<file path="src/rtl/jls_pkg.sv">
// Shared widths, register indexes and the position tag type of the Jacobi sweep block.
package jls_pkg;

  localparam int COLS_W     = 11;
  localparam int ROWS_W     = 16;
  localparam int ROW_CNT_W  = 17;
  localparam int CFG_IDX_W  = 2;
  localparam int CFG_DATA_W = 24;
  localparam int TOL_W_MAX  = 24;

  localparam logic [CFG_IDX_W-1:0] REG_COLS = 2'd0;
  localparam logic [CFG_IDX_W-1:0] REG_ROWS = 2'd1;
  localparam logic [CFG_IDX_W-1:0] REG_TOL  = 2'd2;

  localparam logic [COLS_W-1:0] COLS_RESET = 11'd1024;
  localparam logic [ROWS_W-1:0] ROWS_RESET = 16'd1024;

  typedef struct packed {
    logic              interior;
    logic              last;
    logic              restart;
    logic [ROWS_W-1:0] row_idx;
    logic [COLS_W-1:0] col_idx;
  } pos_tag_t;

endpackage

</file>
<file path="src/rtl/jls_scan.sv">
// Configuration registers and raster position tracking of the input stream.
module jls_scan import jls_pkg::*; #(
  parameter int MAX_COLUMNS = 1024,
  parameter int VALUE_BITS  = 24,
  parameter int FRAC_BITS   = 16,
  localparam int CW = $clog2(MAX_COLUMNS + 2),
  localparam int TW = (VALUE_BITS < TOL_W_MAX) ? VALUE_BITS : TOL_W_MAX
) (
  input  logic                  clk_i,
  input  logic                  rst_ni,
  input  logic                  cfg_we_i,
  input  logic [CFG_IDX_W-1:0]  cfg_idx_i,
  input  logic [CFG_DATA_W-1:0] cfg_wdata_i,
  input  logic                  accept_i,
  output logic [CW-1:0]         addr_o,
  output logic [CW-1:0]         addr_next_o,
  output pos_tag_t              tag_o,
  output logic [TW-1:0]         tol_o
);

  localparam int EW = (CW + 1 > COLS_W) ? CW + 1 : COLS_W;
  localparam logic [63:0] TolFull = (64'd1 << FRAC_BITS) / 64'd100;
  localparam logic [CW-1:0] LastAddr = CW'(MAX_COLUMNS + 1);

  logic [COLS_W-1:0]    cols_q;
  logic [ROWS_W-1:0]    rows_q;
  logic [TW-1:0]        tol_q;
  logic [CW-1:0]        col_q, col_d;
  logic [ROW_CNT_W-1:0] row_q, row_d;
  logic                 pend_q, pend_d;

  logic [EW-1:0]        cols_ext, cols_eff, width_w, col_cur_e, col_next_e;
  logic [ROW_CNT_W-1:0] rows_eff, height, row_a, row_cur, row_b;
  logic [CW-1:0]        col_cur;
  logic                 pre_cw, pre_rw, post_cw, post_rw;

  always_ff @(posedge clk_i or negedge rst_ni) begin
    if (!rst_ni) begin
      cols_q <= COLS_RESET;
      rows_q <= ROWS_RESET;
      tol_q  <= TolFull[TW-1:0];
    end else if (cfg_we_i) begin
      unique case (cfg_idx_i)
        REG_COLS: cols_q <= cfg_wdata_i[COLS_W-1:0];
        REG_ROWS: rows_q <= cfg_wdata_i[ROWS_W-1:0];
        REG_TOL:  tol_q  <= cfg_wdata_i[TW-1:0];
        default: ;
      endcase
    end
  end

  always_comb begin
    cols_ext = EW'(cols_q);
    if (cols_ext == '0) begin
      cols_eff = EW'(1);
    end else if (cols_ext > EW'(MAX_COLUMNS)) begin
      cols_eff = EW'(MAX_COLUMNS);
    end else begin
      cols_eff = cols_ext;
    end
    rows_eff = (rows_q == '0) ? ROW_CNT_W'(1) : ROW_CNT_W'(rows_q);
    width_w  = cols_eff + EW'(2);
    height   = rows_eff + ROW_CNT_W'(2);

    // wrap a position left stale by a size change
    pre_cw    = EW'(col_q) >= width_w;
    col_cur   = pre_cw ? '0 : col_q;
    row_a     = pre_cw ? row_q + ROW_CNT_W'(1) : row_q;
    pre_rw    = row_a >= height;
    row_cur   = pre_rw ? '0 : row_a;
    col_cur_e = EW'(col_cur);

    tag_o.interior = (row_cur >= ROW_CNT_W'(2)) && (col_cur_e != '0) &&
                     (col_cur_e <= cols_eff);
    tag_o.last     = (row_cur == rows_eff + ROW_CNT_W'(1)) && (col_cur_e == cols_eff);
    tag_o.restart  = pend_q | pre_rw;
    tag_o.row_idx  = ROWS_W'(row_cur - ROW_CNT_W'(1));
    tag_o.col_idx  = COLS_W'(col_cur);

    // advance to the next raster position
    col_next_e = col_cur_e + EW'(1);
    post_cw    = col_next_e >= width_w;
    col_d      = post_cw ? '0 : col_next_e[CW-1:0];
    row_b      = post_cw ? row_cur + ROW_CNT_W'(1) : row_cur;
    post_rw    = row_b >= height;
    row_d      = post_rw ? '0 : row_b;
    pend_d     = post_rw;
  end

  always_ff @(posedge clk_i or negedge rst_ni) begin
    if (!rst_ni) begin
      col_q  <= '0;
      row_q  <= '0;
      pend_q <= 1'b0;
    end else if (accept_i) begin
      col_q  <= col_d;
      row_q  <= row_d;
      pend_q <= pend_d;
    end
  end

  assign addr_o      = col_cur;
  assign addr_next_o = (col_cur == LastAddr) ? col_cur : col_cur + CW'(1);
  assign tol_o       = tol_q;

endmodule

</file>
<file path="config.mk">
export PLATFORM = sky130hd
export DESIGN_NAME = jls_scan
export DESIGN_NICKNAME = d
export VERILOG_FILES = /design/src/rtl/jls_pkg.sv /design/src/rtl/jls_scan.sv
export SDC_FILE = /design/constraint.sdc
export NUM_CORES = 1
export LEC_CHECK = 0
export BUFFER_PORTS_ARGS = -buffer_cell sky130_fd_sc_hd__buf_4
export CORE_ASPECT_RATIO = 0.8
export CORE_MARGIN = 5
export CORE_UTILIZATION = 52
export CTS_CLUSTER_DIAMETER = 30
export CTS_CLUSTER_SIZE = 40
export DETAILED_ROUTE_END_ITERATION = 10
export GPL_ROUTABILITY_DRIVEN = 0
export PLACE_DENSITY = 0.81
export SYNTH_ARGS = -nofsm -noshare
export SYNTH_HDL_FRONTEND = slang
export SYNTH_SLANG_ARGS = --single-unit
</file>
<file path="constraint.sdc">
create_clock -name clk_i -period 10.7 [get_ports clk_i]
set_clock_uncertainty 0.05 [all_clocks]
set_input_delay 1.605 -clock clk_i [delete_from_list [all_inputs] [get_ports clk_i]]
set_output_delay 1.605 -clock clk_i [all_outputs]
set_load 0.1 [all_outputs]
</file>
==> results.tsv <==
stage	metric	value	unit
run_status	status	complete, no violations	
cts	Root Driver	clkbuf_16	
synthesis	post-synthesis cell area	7950	um^2
worst_setup_path	most used cell, CP	ha_1	
sta	Slew @ Worst Pin	1.14	ns
final_layout	Synth-to-Final Area Change	14.1	%
detailed_routing	routed length per instance	19.7	um
cts	# Post-CTS Setup Buffers	0	
cts	deepest level of the CTS H-tree	3	
worst_setup_path	critical path class	reg -> reg	
synthesis	top cell type's share of synthesized area	22.7	%
detailed_routing	total wire length	23900	um
worst_setup_path	FF-to-FF path depth	34	
floorplan	Rows	40	
cts	CTS Sinks	80	
placed_design	Cells after DPL	1194	
sta	endpoints failing hold	0	
detailed_routing	via density per instance	6.45	
sta	unrepaired setup endpoints after global routing	false	
sta	min Tclk post-route	9.97	ns
synthesis	Syn. warnings	0	
sta	Achievable Freq	100	MHz
final_layout	NumNets Final	1118	
global_route	largest net degree at the start of global routing	81	
global_route	met2 usage	39.4	%
sta	Slew Viols, Final	0	
synthesis	Post-Syn Nets	1053	
synthesis	register area share after synthesis	25.3	%
worst_setup_path	Worst setup SP type	flop	
worst_setup_path	Crit path max-delay family	compound AO/OA/AOI/OAI gates	
synthesis	post-synth top area cell	dfrtp_1	
cts	cts bufs inserted	9	
final_layout	post-route cell area	9070	um^2
placed_design	pre-CTS setup slack	1.22	ns
min_path	hold endpoint	pend_q	
worst_setup_path	reg-to-reg setup timing slack	0.73	ns
worst_setup_path	Reg2Reg Launch Point	cols_q[10]	
worst_setup_path	Crit path required time	10.90	ns
final_layout	most frequent cells in the layout	buf_4, nand2_1, ha_1, dfrtp_1, nor2_1	
floorplan	area of the core	15000	um^2
placed_design	# port buffers	105	
sta	Final Cycle Share	93.2	%
synthesis	EDFF count, synth	0	
worst_setup_path	crit end category	flop	
placed_design	hpwl dp	18500	um
sta	setup slack after layout	0.726	ns
final_layout	layout cells sized above 1	21.8	%
cts	Clock Tree Buf Depth	2	
synthesis	top cells by area, synth	dfrtp_1, ha_1, mux2_2, xnor2_1, nand2_1	
final_layout	ant diodes	0	
floorplan	die height	121	um
cts	post-CTS sizing	0	
global_route	GRT overflow	0	
worst_setup_path	max incr delay on CP	0.69	ns
floorplan	Top-Level Pins	106	
worst_setup_path	cell at the slowest stage of the critical path	and2_0	
min_path	min-delay src	pend_q	
min_path	worst hold path class	reg -> reg	
cts	worst skew pair latency	0.35	ns
global_route	vias in the first global route	7127	
cts	CTS Hold Bufs	0	
synthesis	Mapped Avg Cell Area	8.36	um^2
sta	Max-slew headroom	23.8	%
final_layout	most common cell after layout, fill and taps aside	buf_4	
floorplan	Die Wd	148	um
synthesis	Async S/R FF share, synth	100	%
detailed_routing	Pre-antenna DRT Iters	6	
synthesis	main flop type after synthesis	dfrtp_1	
synthesis	cell count after synthesis	951	
placed_design	placed cell area	8760	um^2
global_route	GRT Total Usage	26.7	%
worst_setup_path	CP max FO	19	
cts	CTS clock-pin slew for the worst setup and hold paths	0.07	ns
worst_setup_path	R2R Path End	row_q[16]	
min_path	hold-critical path depth	1	
final_layout	Final Non-Filler Cells	1210	
detailed_routing	routed vias	7809	
global_route	Most Used Layer, Global Route	met2	
detailed_routing	Iteration-0 DRC Markers	980	
cts	CTS tree	yes	
synthesis	synthesized flop and latch total	80	
floorplan	initial core utilization	53.0	%
sta	# setup viols final	0	
global_route	met1 usage	39.0	%
flow_run	Max-Cap Viols	0	
synthesis	post-synth cell types	87	
worst_setup_path	Buf+Inv Stages, Crit Path	4	
floorplan	Die Area	17900	um^2
global_route	first-pass GRT wire length	38400	um
global_route	M3 GR Usage	6.48	%
worst_setup_path	worst endpoint data arrival time	10.17	ns
detailed_routing	ANT nets after route	0	
global_route	initial antenna violation count	0	
sta	setup TNS	0	ns
detailed_routing	Remaining DRCs	0	
-- layer usage --
layer	vias up	share of wire, %
met3	38	12
met2	471	43
met4	0	1.8
li1	3571	-
met5	-	0
met1	3729	43
-- logic make-up (layout without fill, tap and decap cells) --
logic type	Yosys count	in the layout	share of synthesized area, %
adders and majority gates	73	73	11.5
and+or+nand+nor	347	347	22.4
buffers and inverters	113	183	6.04
DFF	80	80	25.3
xor gates and xnor gates	81	81	9.16
other	1	1	0.0472
muxes	56	56	7.91
AOI/OAI and AO/OA	200	200	17.7
-- registers in the layout, summed over array words and instances (netlist names) --
register  flops
tol_o        24
pend_q        1
col_q        11
rows_q       16
cols_q       11
row_q        17
-- how the worst max path moves through the flow --
stage | startpoint | end | slack (ns) | cells past startpoint
after floorplan | cols_q[10] | tag_o[28] | 0.21 | 29
after global placement | cols_q[10] | row_q[14] | 1.48 | 34
after detailed placement | cols_q[10] | row_q[16] | 1.22 | 34
after CTS | cols_q[5] | row_q[14] | 1.05 | 32
after global routing | cols_q[5] | row_q[16] | 0.05 | 32
final | cols_q[10] | row_q[16] | 0.73 | 34
-- worst reg2reg max path: cells and delay by family, from the launching register on --
kind	cells	cell delay, ns
AOI/OAI and AO/OA	15	4.73
xor gates and xnor gates	2	0.32
buffers and inverters	4	0.52
DFF	1	0.59
and+or+nand+nor	8	2.34
adders and majority gates	5	1.33
-- through the flow --
step,hold slack (ns),util [%]
floorplan,0.406,-
global placement,0.419,58.3
detailed placement,0.426,58.3
CTS,0.440,60.4
global route,0.452,60.4
finish,0.438,60.4
-- area by class of cell --
cell class | count | area (um^2)
flip-flops and latches | 80 | 2010
well taps | 189 | 236
multi-input cells | 758 | 5460
inverters | 55 | 206
clock inverters | 7 | 87.6
fillers | 1303 | 5940
repair buffers | 112 | 841
clock buffers | 9 | 225
-- cells in the mapped netlist (7+ instances only) --
master and count:
o21a_1 10, ha_1 72, o22ai_1 17, buf_4 13, nand3_1 36, nand2b_1 10
and3_1 10, xor2_1 26, a21o_1 7, clkbuf_1 38, nand4_1 24, or2_2 7
a31oi_1 10, nand2_1 92, dfstp_2 8, o21ai_0 47, nor2_1 66, dfrtp_1 72
mux2_2 52, inv_1 55, nor2b_1 10, and2_1 10, nor4_1 20, nor3_1 30
xnor2_1 54, a21oi_1 36
Power is not shown: default switching activity piles up to over one toggle a cycle in this logic, so the estimate is an artifact.
