<file path="src/rtl/jls_pkg.sv">
// Shared widths, register indexes and the position tag type of the Jacobi sweep block.
package jls_pkg;

  localparam int COLS_W     = 11;
  localparam int ROWS_W     = 16;
  localparam int ROW_CNT_W  = 17;
  localparam int CFG_IDX_W  = 2;
  localparam int CFG_DATA_W = 24;
  localparam int TOL_W_MAX  = 24;

  localparam logic [CFG_IDX_W-1:0] REG_COLS = 2'd0;
  localparam logic [CFG_IDX_W-1:0] REG_ROWS = 2'd1;
  localparam logic [CFG_IDX_W-1:0] REG_TOL  = 2'd2;

  localparam logic [COLS_W-1:0] COLS_RESET = 11'd1024;
  localparam logic [ROWS_W-1:0] ROWS_RESET = 16'd1024;

  typedef struct packed {
    logic              interior;
    logic              last;
    logic              restart;
    logic [ROWS_W-1:0] row_idx;
    logic [COLS_W-1:0] col_idx;
  } pos_tag_t;

endpackage

</file>
<file path="src/rtl/jls_stencil.sv">
// Five-point stencil stage: neighbor average, change, running maximum and result register.
module jls_stencil import jls_pkg::*; #(
  parameter int VALUE_BITS = 24,
  parameter int ADDR_W     = 11,
  parameter int TOL_W      = 24
) (
  input  logic                    clk_i,
  input  logic                    rst_ni,
  input  logic                    accept_i,
  output logic                    in_ready_o,
  input  logic [VALUE_BITS-1:0]   cell_value_i,
  input  logic [ADDR_W-1:0]       addr_i,
  input  pos_tag_t                tag_i,
  input  logic [TOL_W-1:0]        tol_i,
  input  logic [2*VALUE_BITS-1:0] rd_centre_i,
  input  logic [2*VALUE_BITS-1:0] rd_right_i,
  output logic                    wr_en_o,
  output logic [ADDR_W-1:0]       wr_addr_o,
  output logic [2*VALUE_BITS-1:0] wr_data_o,
  output logic                    out_valid_o,
  input  logic                    out_ready_i,
  output logic [VALUE_BITS-1:0]   new_value_o,
  output logic [VALUE_BITS-1:0]   abs_change_o,
  output logic [VALUE_BITS-1:0]   sweep_max_change_o,
  output logic [ROWS_W-1:0]       row_index_o,
  output logic [COLS_W-1:0]       col_index_o,
  output logic                    end_of_sweep_o,
  output logic                    converged_o
);

  localparam int V = VALUE_BITS;

  logic          s1_valid_q, s1_valid_d;
  logic [V-1:0]  s1_v_q;
  logic [ADDR_W-1:0] s1_addr_q;
  pos_tag_t      s1_tag_q;
  logic [V-1:0]  left_q;
  logic [V-1:0]  max_q, max_d;
  logic          out_valid_q;

  logic [V-1:0]  nv_q, diff_q, omax_q;
  pos_tag_t      otag_q;
  logic          conv_q;

  logic [V-1:0]  up, centre, right, nv, diff, max_base;
  logic [V+1:0]  sum;
  logic          emit, out_free, s1_adv, conv;

  assign up     = rd_centre_i[2*V-1:V];
  assign centre = rd_centre_i[V-1:0];
  assign right  = rd_right_i[V-1:0];

  assign out_free   = !out_valid_q || out_ready_i;
  assign emit       = s1_valid_q && s1_tag_q.interior;
  assign s1_adv     = s1_valid_q && (!s1_tag_q.interior || out_free);
  assign in_ready_o = !s1_valid_q || s1_adv;

  always_comb begin
    sum = (V+2)'(up) + (V+2)'(s1_v_q) + (V+2)'(left_q) + (V+2)'(right);
    nv  = sum[V+1:2];
    diff = (nv >= centre) ? nv - centre : centre - nv;
    // a new sweep starts with its maximum cleared
    max_base = s1_tag_q.restart ? '0 : max_q;
    max_d    = (emit && diff > max_base) ? diff : max_base;
    conv     = s1_tag_q.last && (max_d <= V'(tol_i));
    s1_valid_d = accept_i ? 1'b1 : (s1_adv ? 1'b0 : s1_valid_q);
  end

  // the item leaving the stage shifts its column down one line
  assign wr_en_o   = s1_adv;
  assign wr_addr_o = s1_addr_q;
  assign wr_data_o = {centre, s1_v_q};

  always_ff @(posedge clk_i or negedge rst_ni) begin
    if (!rst_ni) begin
      s1_valid_q  <= 1'b0;
      s1_tag_q    <= '0;
      max_q       <= '0;
      out_valid_q <= 1'b0;
    end else begin
      s1_valid_q <= s1_valid_d;
      if (accept_i) begin
        s1_tag_q <= tag_i;
      end
      if (s1_adv) begin
        max_q <= max_d;
      end
      if (s1_adv && emit) begin
        out_valid_q <= 1'b1;
      end else if (out_ready_i) begin
        out_valid_q <= 1'b0;
      end
    end
  end

  always_ff @(posedge clk_i) begin
    if (accept_i) begin
      s1_v_q    <= cell_value_i;
      s1_addr_q <= addr_i;
    end
    if (s1_adv) begin
      left_q <= centre;
    end
    if (s1_adv && emit) begin
      nv_q   <= nv;
      diff_q <= diff;
      omax_q <= max_d;
      otag_q <= s1_tag_q;
      conv_q <= conv;
    end
  end

  assign out_valid_o        = out_valid_q;
  assign new_value_o        = nv_q;
  assign abs_change_o       = diff_q;
  assign sweep_max_change_o = omax_q;
  assign row_index_o        = otag_q.row_idx;
  assign col_index_o        = otag_q.col_idx;
  assign end_of_sweep_o     = otag_q.last;
  assign converged_o        = conv_q;

`ifndef SYNTH
  a_conv_at_end: assert property (@(posedge clk_i) disable iff (!rst_ni)
    out_valid_o && converged_o |-> end_of_sweep_o)
    else $error("converged flagged off the end of a sweep");

  a_max_covers: assert property (@(posedge clk_i) disable iff (!rst_ni)
    out_valid_o |-> sweep_max_change_o >= abs_change_o)
    else $error("sweep maximum below the cell change");

  a_stall_cause: assert property (@(posedge clk_i) disable iff (!rst_ni)
    !in_ready_o |-> s1_valid_q && s1_tag_q.interior && out_valid_q)
    else $error("input stalled without a blocked result");

  a_stage_hold: assert property (@(posedge clk_i) disable iff (!rst_ni)
    s1_valid_q && !s1_adv |=> s1_valid_q && $stable(s1_addr_q))
    else $error("stalled stencil item lost");
`endif

endmodule

</file>
<file path="config.mk">
export PLATFORM = sky130hd
export DESIGN_NAME = jls_stencil
export DESIGN_NICKNAME = d
export VERILOG_FILES = /design/src/rtl/jls_pkg.sv /design/src/rtl/jls_stencil.sv
export SDC_FILE = /design/constraint.sdc
export NUM_CORES = 1
export LEC_CHECK = 0
export ABC_AREA = 1
export BUFFER_PORTS_ARGS = -buffer_cell sky130_fd_sc_hd__buf_4
export CAP_MARGIN = 20
export CORE_ASPECT_RATIO = 0.9
export CORE_MARGIN = 4
export CORE_UTILIZATION = 40
export CTS_BUF_LIST = sky130_fd_sc_hd__clkbuf_2
export DETAILED_ROUTE_END_ITERATION = 10
export GPL_ROUTABILITY_DRIVEN = 0
export PLACE_DENSITY = 0.75
export RECOVER_POWER = 100
export SLEW_MARGIN = 25
export SYNTH_ARGS = -nofsm -noshare
export SYNTH_HDL_FRONTEND = slang
export SYNTH_SLANG_ARGS = --single-unit
export TNS_END_PERCENT = 10
</file>
<file path="constraint.sdc">
create_clock -name clk_i -period 9.37 [get_ports clk_i]
set_clock_uncertainty 0.15 [all_clocks]
set_input_delay 0.4685 -clock clk_i [delete_from_list [all_inputs] [get_ports clk_i]]
set_output_delay 0.4685 -clock clk_i [all_outputs]
set_load 0.01 [all_outputs]
</file>
==> impl_metrics.json <==
{
  "crit_top_cell": "nand2_1",
  "wl_per_cell_um": 16.6,
  "p_leak_nw": 9.32,
  "slew_violations": 241,
  "synth-edff-count": 160,
  "layout_min_cycle_time_ns": 8.98,
  "cts_buffers": 59,
  "status": "finished, violations left",
  "synth_mux_area_share_pct": 0.0704,
  "hold_class": "input port to register",
  "final_hold_viol_count": 0,
  "violations": "capacitance limit, slew limit",
  "netlist_instances": 1583,
  "drt-pass1-iter-count": 6,
  "grt_pass1_vias": 13500,
  "clk_pin_slew_ns": 0.11,
  "ios": 352,
  "yosysTopAreaCell": "edfxtp_1",
  "netlist_area_um2": 14200,
  "start_util_pct": 40.5,
  "htree_levels": 2,
  "vdd.ir_drop.worst_mv": 0.234,
  "max_slew_margin_pct": -232,
  "slowest_delay_ns": 0.52,
  "yosysTopAreaCellShare_pct": 33.8,
  "setup_violations": 0,
  "grt_use_total_pct": 22.3,
  "fmax_ghz": 0.111,
  "finalCritPeriodShare_pct": 95.8,
  "io_buffers": 327,
  "synth_cell_types": 51,
  "path_class": "register to register",
  "holdWs_ns": 0.142,
  "synth_adder_area_share_pct": 17.3,
  "cts_max_path_buffers": 3,
  "first_iter_violations": 896,
  "worstMarginPinSlew_ns": 4.97,
  "via_per_inst": 4.98,
  "grt_overflow": 0,
  "synth.most_common_cell": "nand2_1",
  "avgSynthCellArea_um2": 8.98,
  "slowest_stage": "fa_1",
  "cts_tree": "yes",
  "synth_top_family_by_area": "simple AND/OR/NAND/NOR gates",
  "synth_xor_area_share_pct": 2.71,
  "synth_compound_area_share_pct": 7.65,
  "crit_path_max_fanout": 7,
  "dpl_worst_slack_ns": 0.0218,
  "drc": 0,
  "fin_ws_ns": 0.391,
  "ys.flop_type": "edfxtp_1",
  "die-area_um2": 38600,
  "synth-simple-area-share_pct": 18.2,
  "synth_common_cells": "nand2_1 (404), inv_1 (305), edfxtp_1 (160)",
  "synth_nets": 1939,
  "async_flop_share_pct": 25.9,
  "ys_warn_count": 0,
  "layout-drive-gt1-share_pct": 15.6,
  "seq_area_um2": 6210,
  "fp.coreArea_um2": 35100,
  "maxCapViolCount": 5,
  "ys_top_cells_by_area": "edfxtp_1 (34%), nand2_1 (11%), ha_1 (10%), dfrtp_1 (9.9%), inv_1 (8.1%)",
  "grt_max_degree": 84,
  "place_hpwl_mm": 30.5,
  "antenna_found_initial": 2,
  "yosysSeqAreaShare_pct": 43.7,
  "crit_required_ns": 9.98,
  "fin_nets": 2497,
  "power_w": 0.00749,
  "fp.dieH_um": 187,
  "worstSkewPairLatency_ns": 1.01,
  "die_w_um": 207,
  "cts_root_buffer": "clkbuf_2",
  "vias": 13300,
  "startpoint_type": "register",
  "clock-sinks": 216,
  "tns_ns": 0,
  "p_per_area_nw_per_um2": 392,
  "ys_ff_latch": 216,
  "multi_input_area_um2": 6770,
  "fillerInstances": 3168,
  "grt_pass1_wl_mm": 68.5,
  "rows": 65,
  "crit_path_end_kind": "register",
  "ant_nets": 0,
  "wirelength_mm": 44.1,
  "worst-endpoint-arrival_ns": 9.59,
  "area_delta_synth_final_pct": 34.5
}
[final timing paths]
path / start / to / slack (ns) / cells past startpoint
max: s1_v_q[1] / converged_o / 0.39 / 57
max in group asynchronous: rst_ni / max_q[20] / 5.46 / 4
min: tol_i[23] / converged_o / 0.14 / 7
min reg2reg: s1_tag_q[20] / row_index_o[9] / 0.21 / 0
max reg2reg: s1_v_q[1] / converged_o / 0.39 / 57
min in group asynchronous: rst_ni / s1_tag_q[8] / 1.63 / 4
[critical path, delay by kind of cell, from the launching register on]
family / cells / cell delay (ns)
buffers and inverters: 11 / 1.32
AO/OA/AOI/OAI: 9 / 1.36
flip-flops: 1 / 0.41
AND/OR/NAND/NOR: 29 / 2.87
XOR/XNOR: 2 / 0.35
adder cells (fa/ha/maj): 6 / 2.24
[timing repair]
item,in CTS,in global routing
setup buffers,0,7
hold buffers,166,0
gates resized for setup,0,55
setup endpoints to repair,0,1
endpoints found under the hold margin,208,0
[cell usage in the layout, fill, tap and decap left out, types with 5 or more instances in the layout]
cell type	count
nor2_1	41
clkinv_1	15
xnor2_1	11
o21bai_1	8
buf_4	148
and2_1	22
nand2_1	399
inv_1	304
nor3_1	7
ha_4	5
inv_2	5
dlygate4sd3_1	165
fa_1	50
nand2_2	9
xor2_1	32
clkbuf_1	193
nand3_1	88
dfrtp_1	56
o211ai_1	6
clkbuf_2	87
nor2_2	6
a21oi_1	86
o21ai_0	45
a21oi_2	9
clkbuf_4	37
nand4_1	17
edfxtp_1	160
ha_1	111
[state kept, by name, indices dropped and copies added (netlist names)]
| signal | count |
|---|---|
| abs_change_o | 24 |
| out_valid_o | 1 |
| wr_addr_o | 11 |
| max_q | 24 |
| s1_valid_q | 1 |
| left_q | 24 |
| s1_tag_q | 30 |
| new_value_o | 24 |
| row_index_o | 16 |
| sweep_max_change_o | 24 |
| end_of_sweep_o | 1 |
| s1_v_q | 24 |
| col_index_o | 11 |
| converged_o | 1 |
[where the power goes]
part	switching [W]	leakage, nW	internal (W)	total (W)
Combinational	0.00332	6.67	0.00202	0.00534
Clock	0.000432	0.428	0.000285	0.000717
Sequential	0.0000637	2.23	0.00137	0.00144
Total	0.00381	9.32	0.00368	0.00749
[logic make-up (layout without fill, tap and decap cells)]
| group | after synthesis | count (layout) |
|---|---|---|
| AND/OR/NAND/NOR | 607 | 607 |
| buffers and inverters | 358 | 965 |
| flip-flops | 216 | 216 |
| AO/OA/AOI/OAI | 190 | 190 |
| adder cells (fa/ha/maj) | 167 | 167 |
| XOR/XNOR | 44 | 44 |
| multiplexers | 1 | 1 |
| other | 0 | 2 |
[layout make-up]
cell class,count,share of cell area [%]
diodes,2,0.0262
flip-flops and latches,216,32.5
repair buffers,545,19.9
inverters,310,6.10
multi-input cells,1009,35.4
clock buffers,87,2.28
clock inverters,23,0.694
well taps,469,3.07
[routing by layer]
metal	vias up	track usage [%]	wire (um)
li1	6235	-	-
met1	6208	26.6	16600
met2	639	37.1	21300
met3	183	5.16	3620
met4	0	12.2	2590
met5	-	0	0
[through the flow]
stage                     instance area (um2)  util (%)  std cells
after detailed placement                17300      49.4       2376
final                                   19100      54.5       2661
after CTS                               19600      55.8       2652
after global routing                    19100      54.5       2661
after floorplan                         14200         -       1583
after global placement                  17300      49.4       2376
No activity file was read; power rests on OpenSTA's default activity.
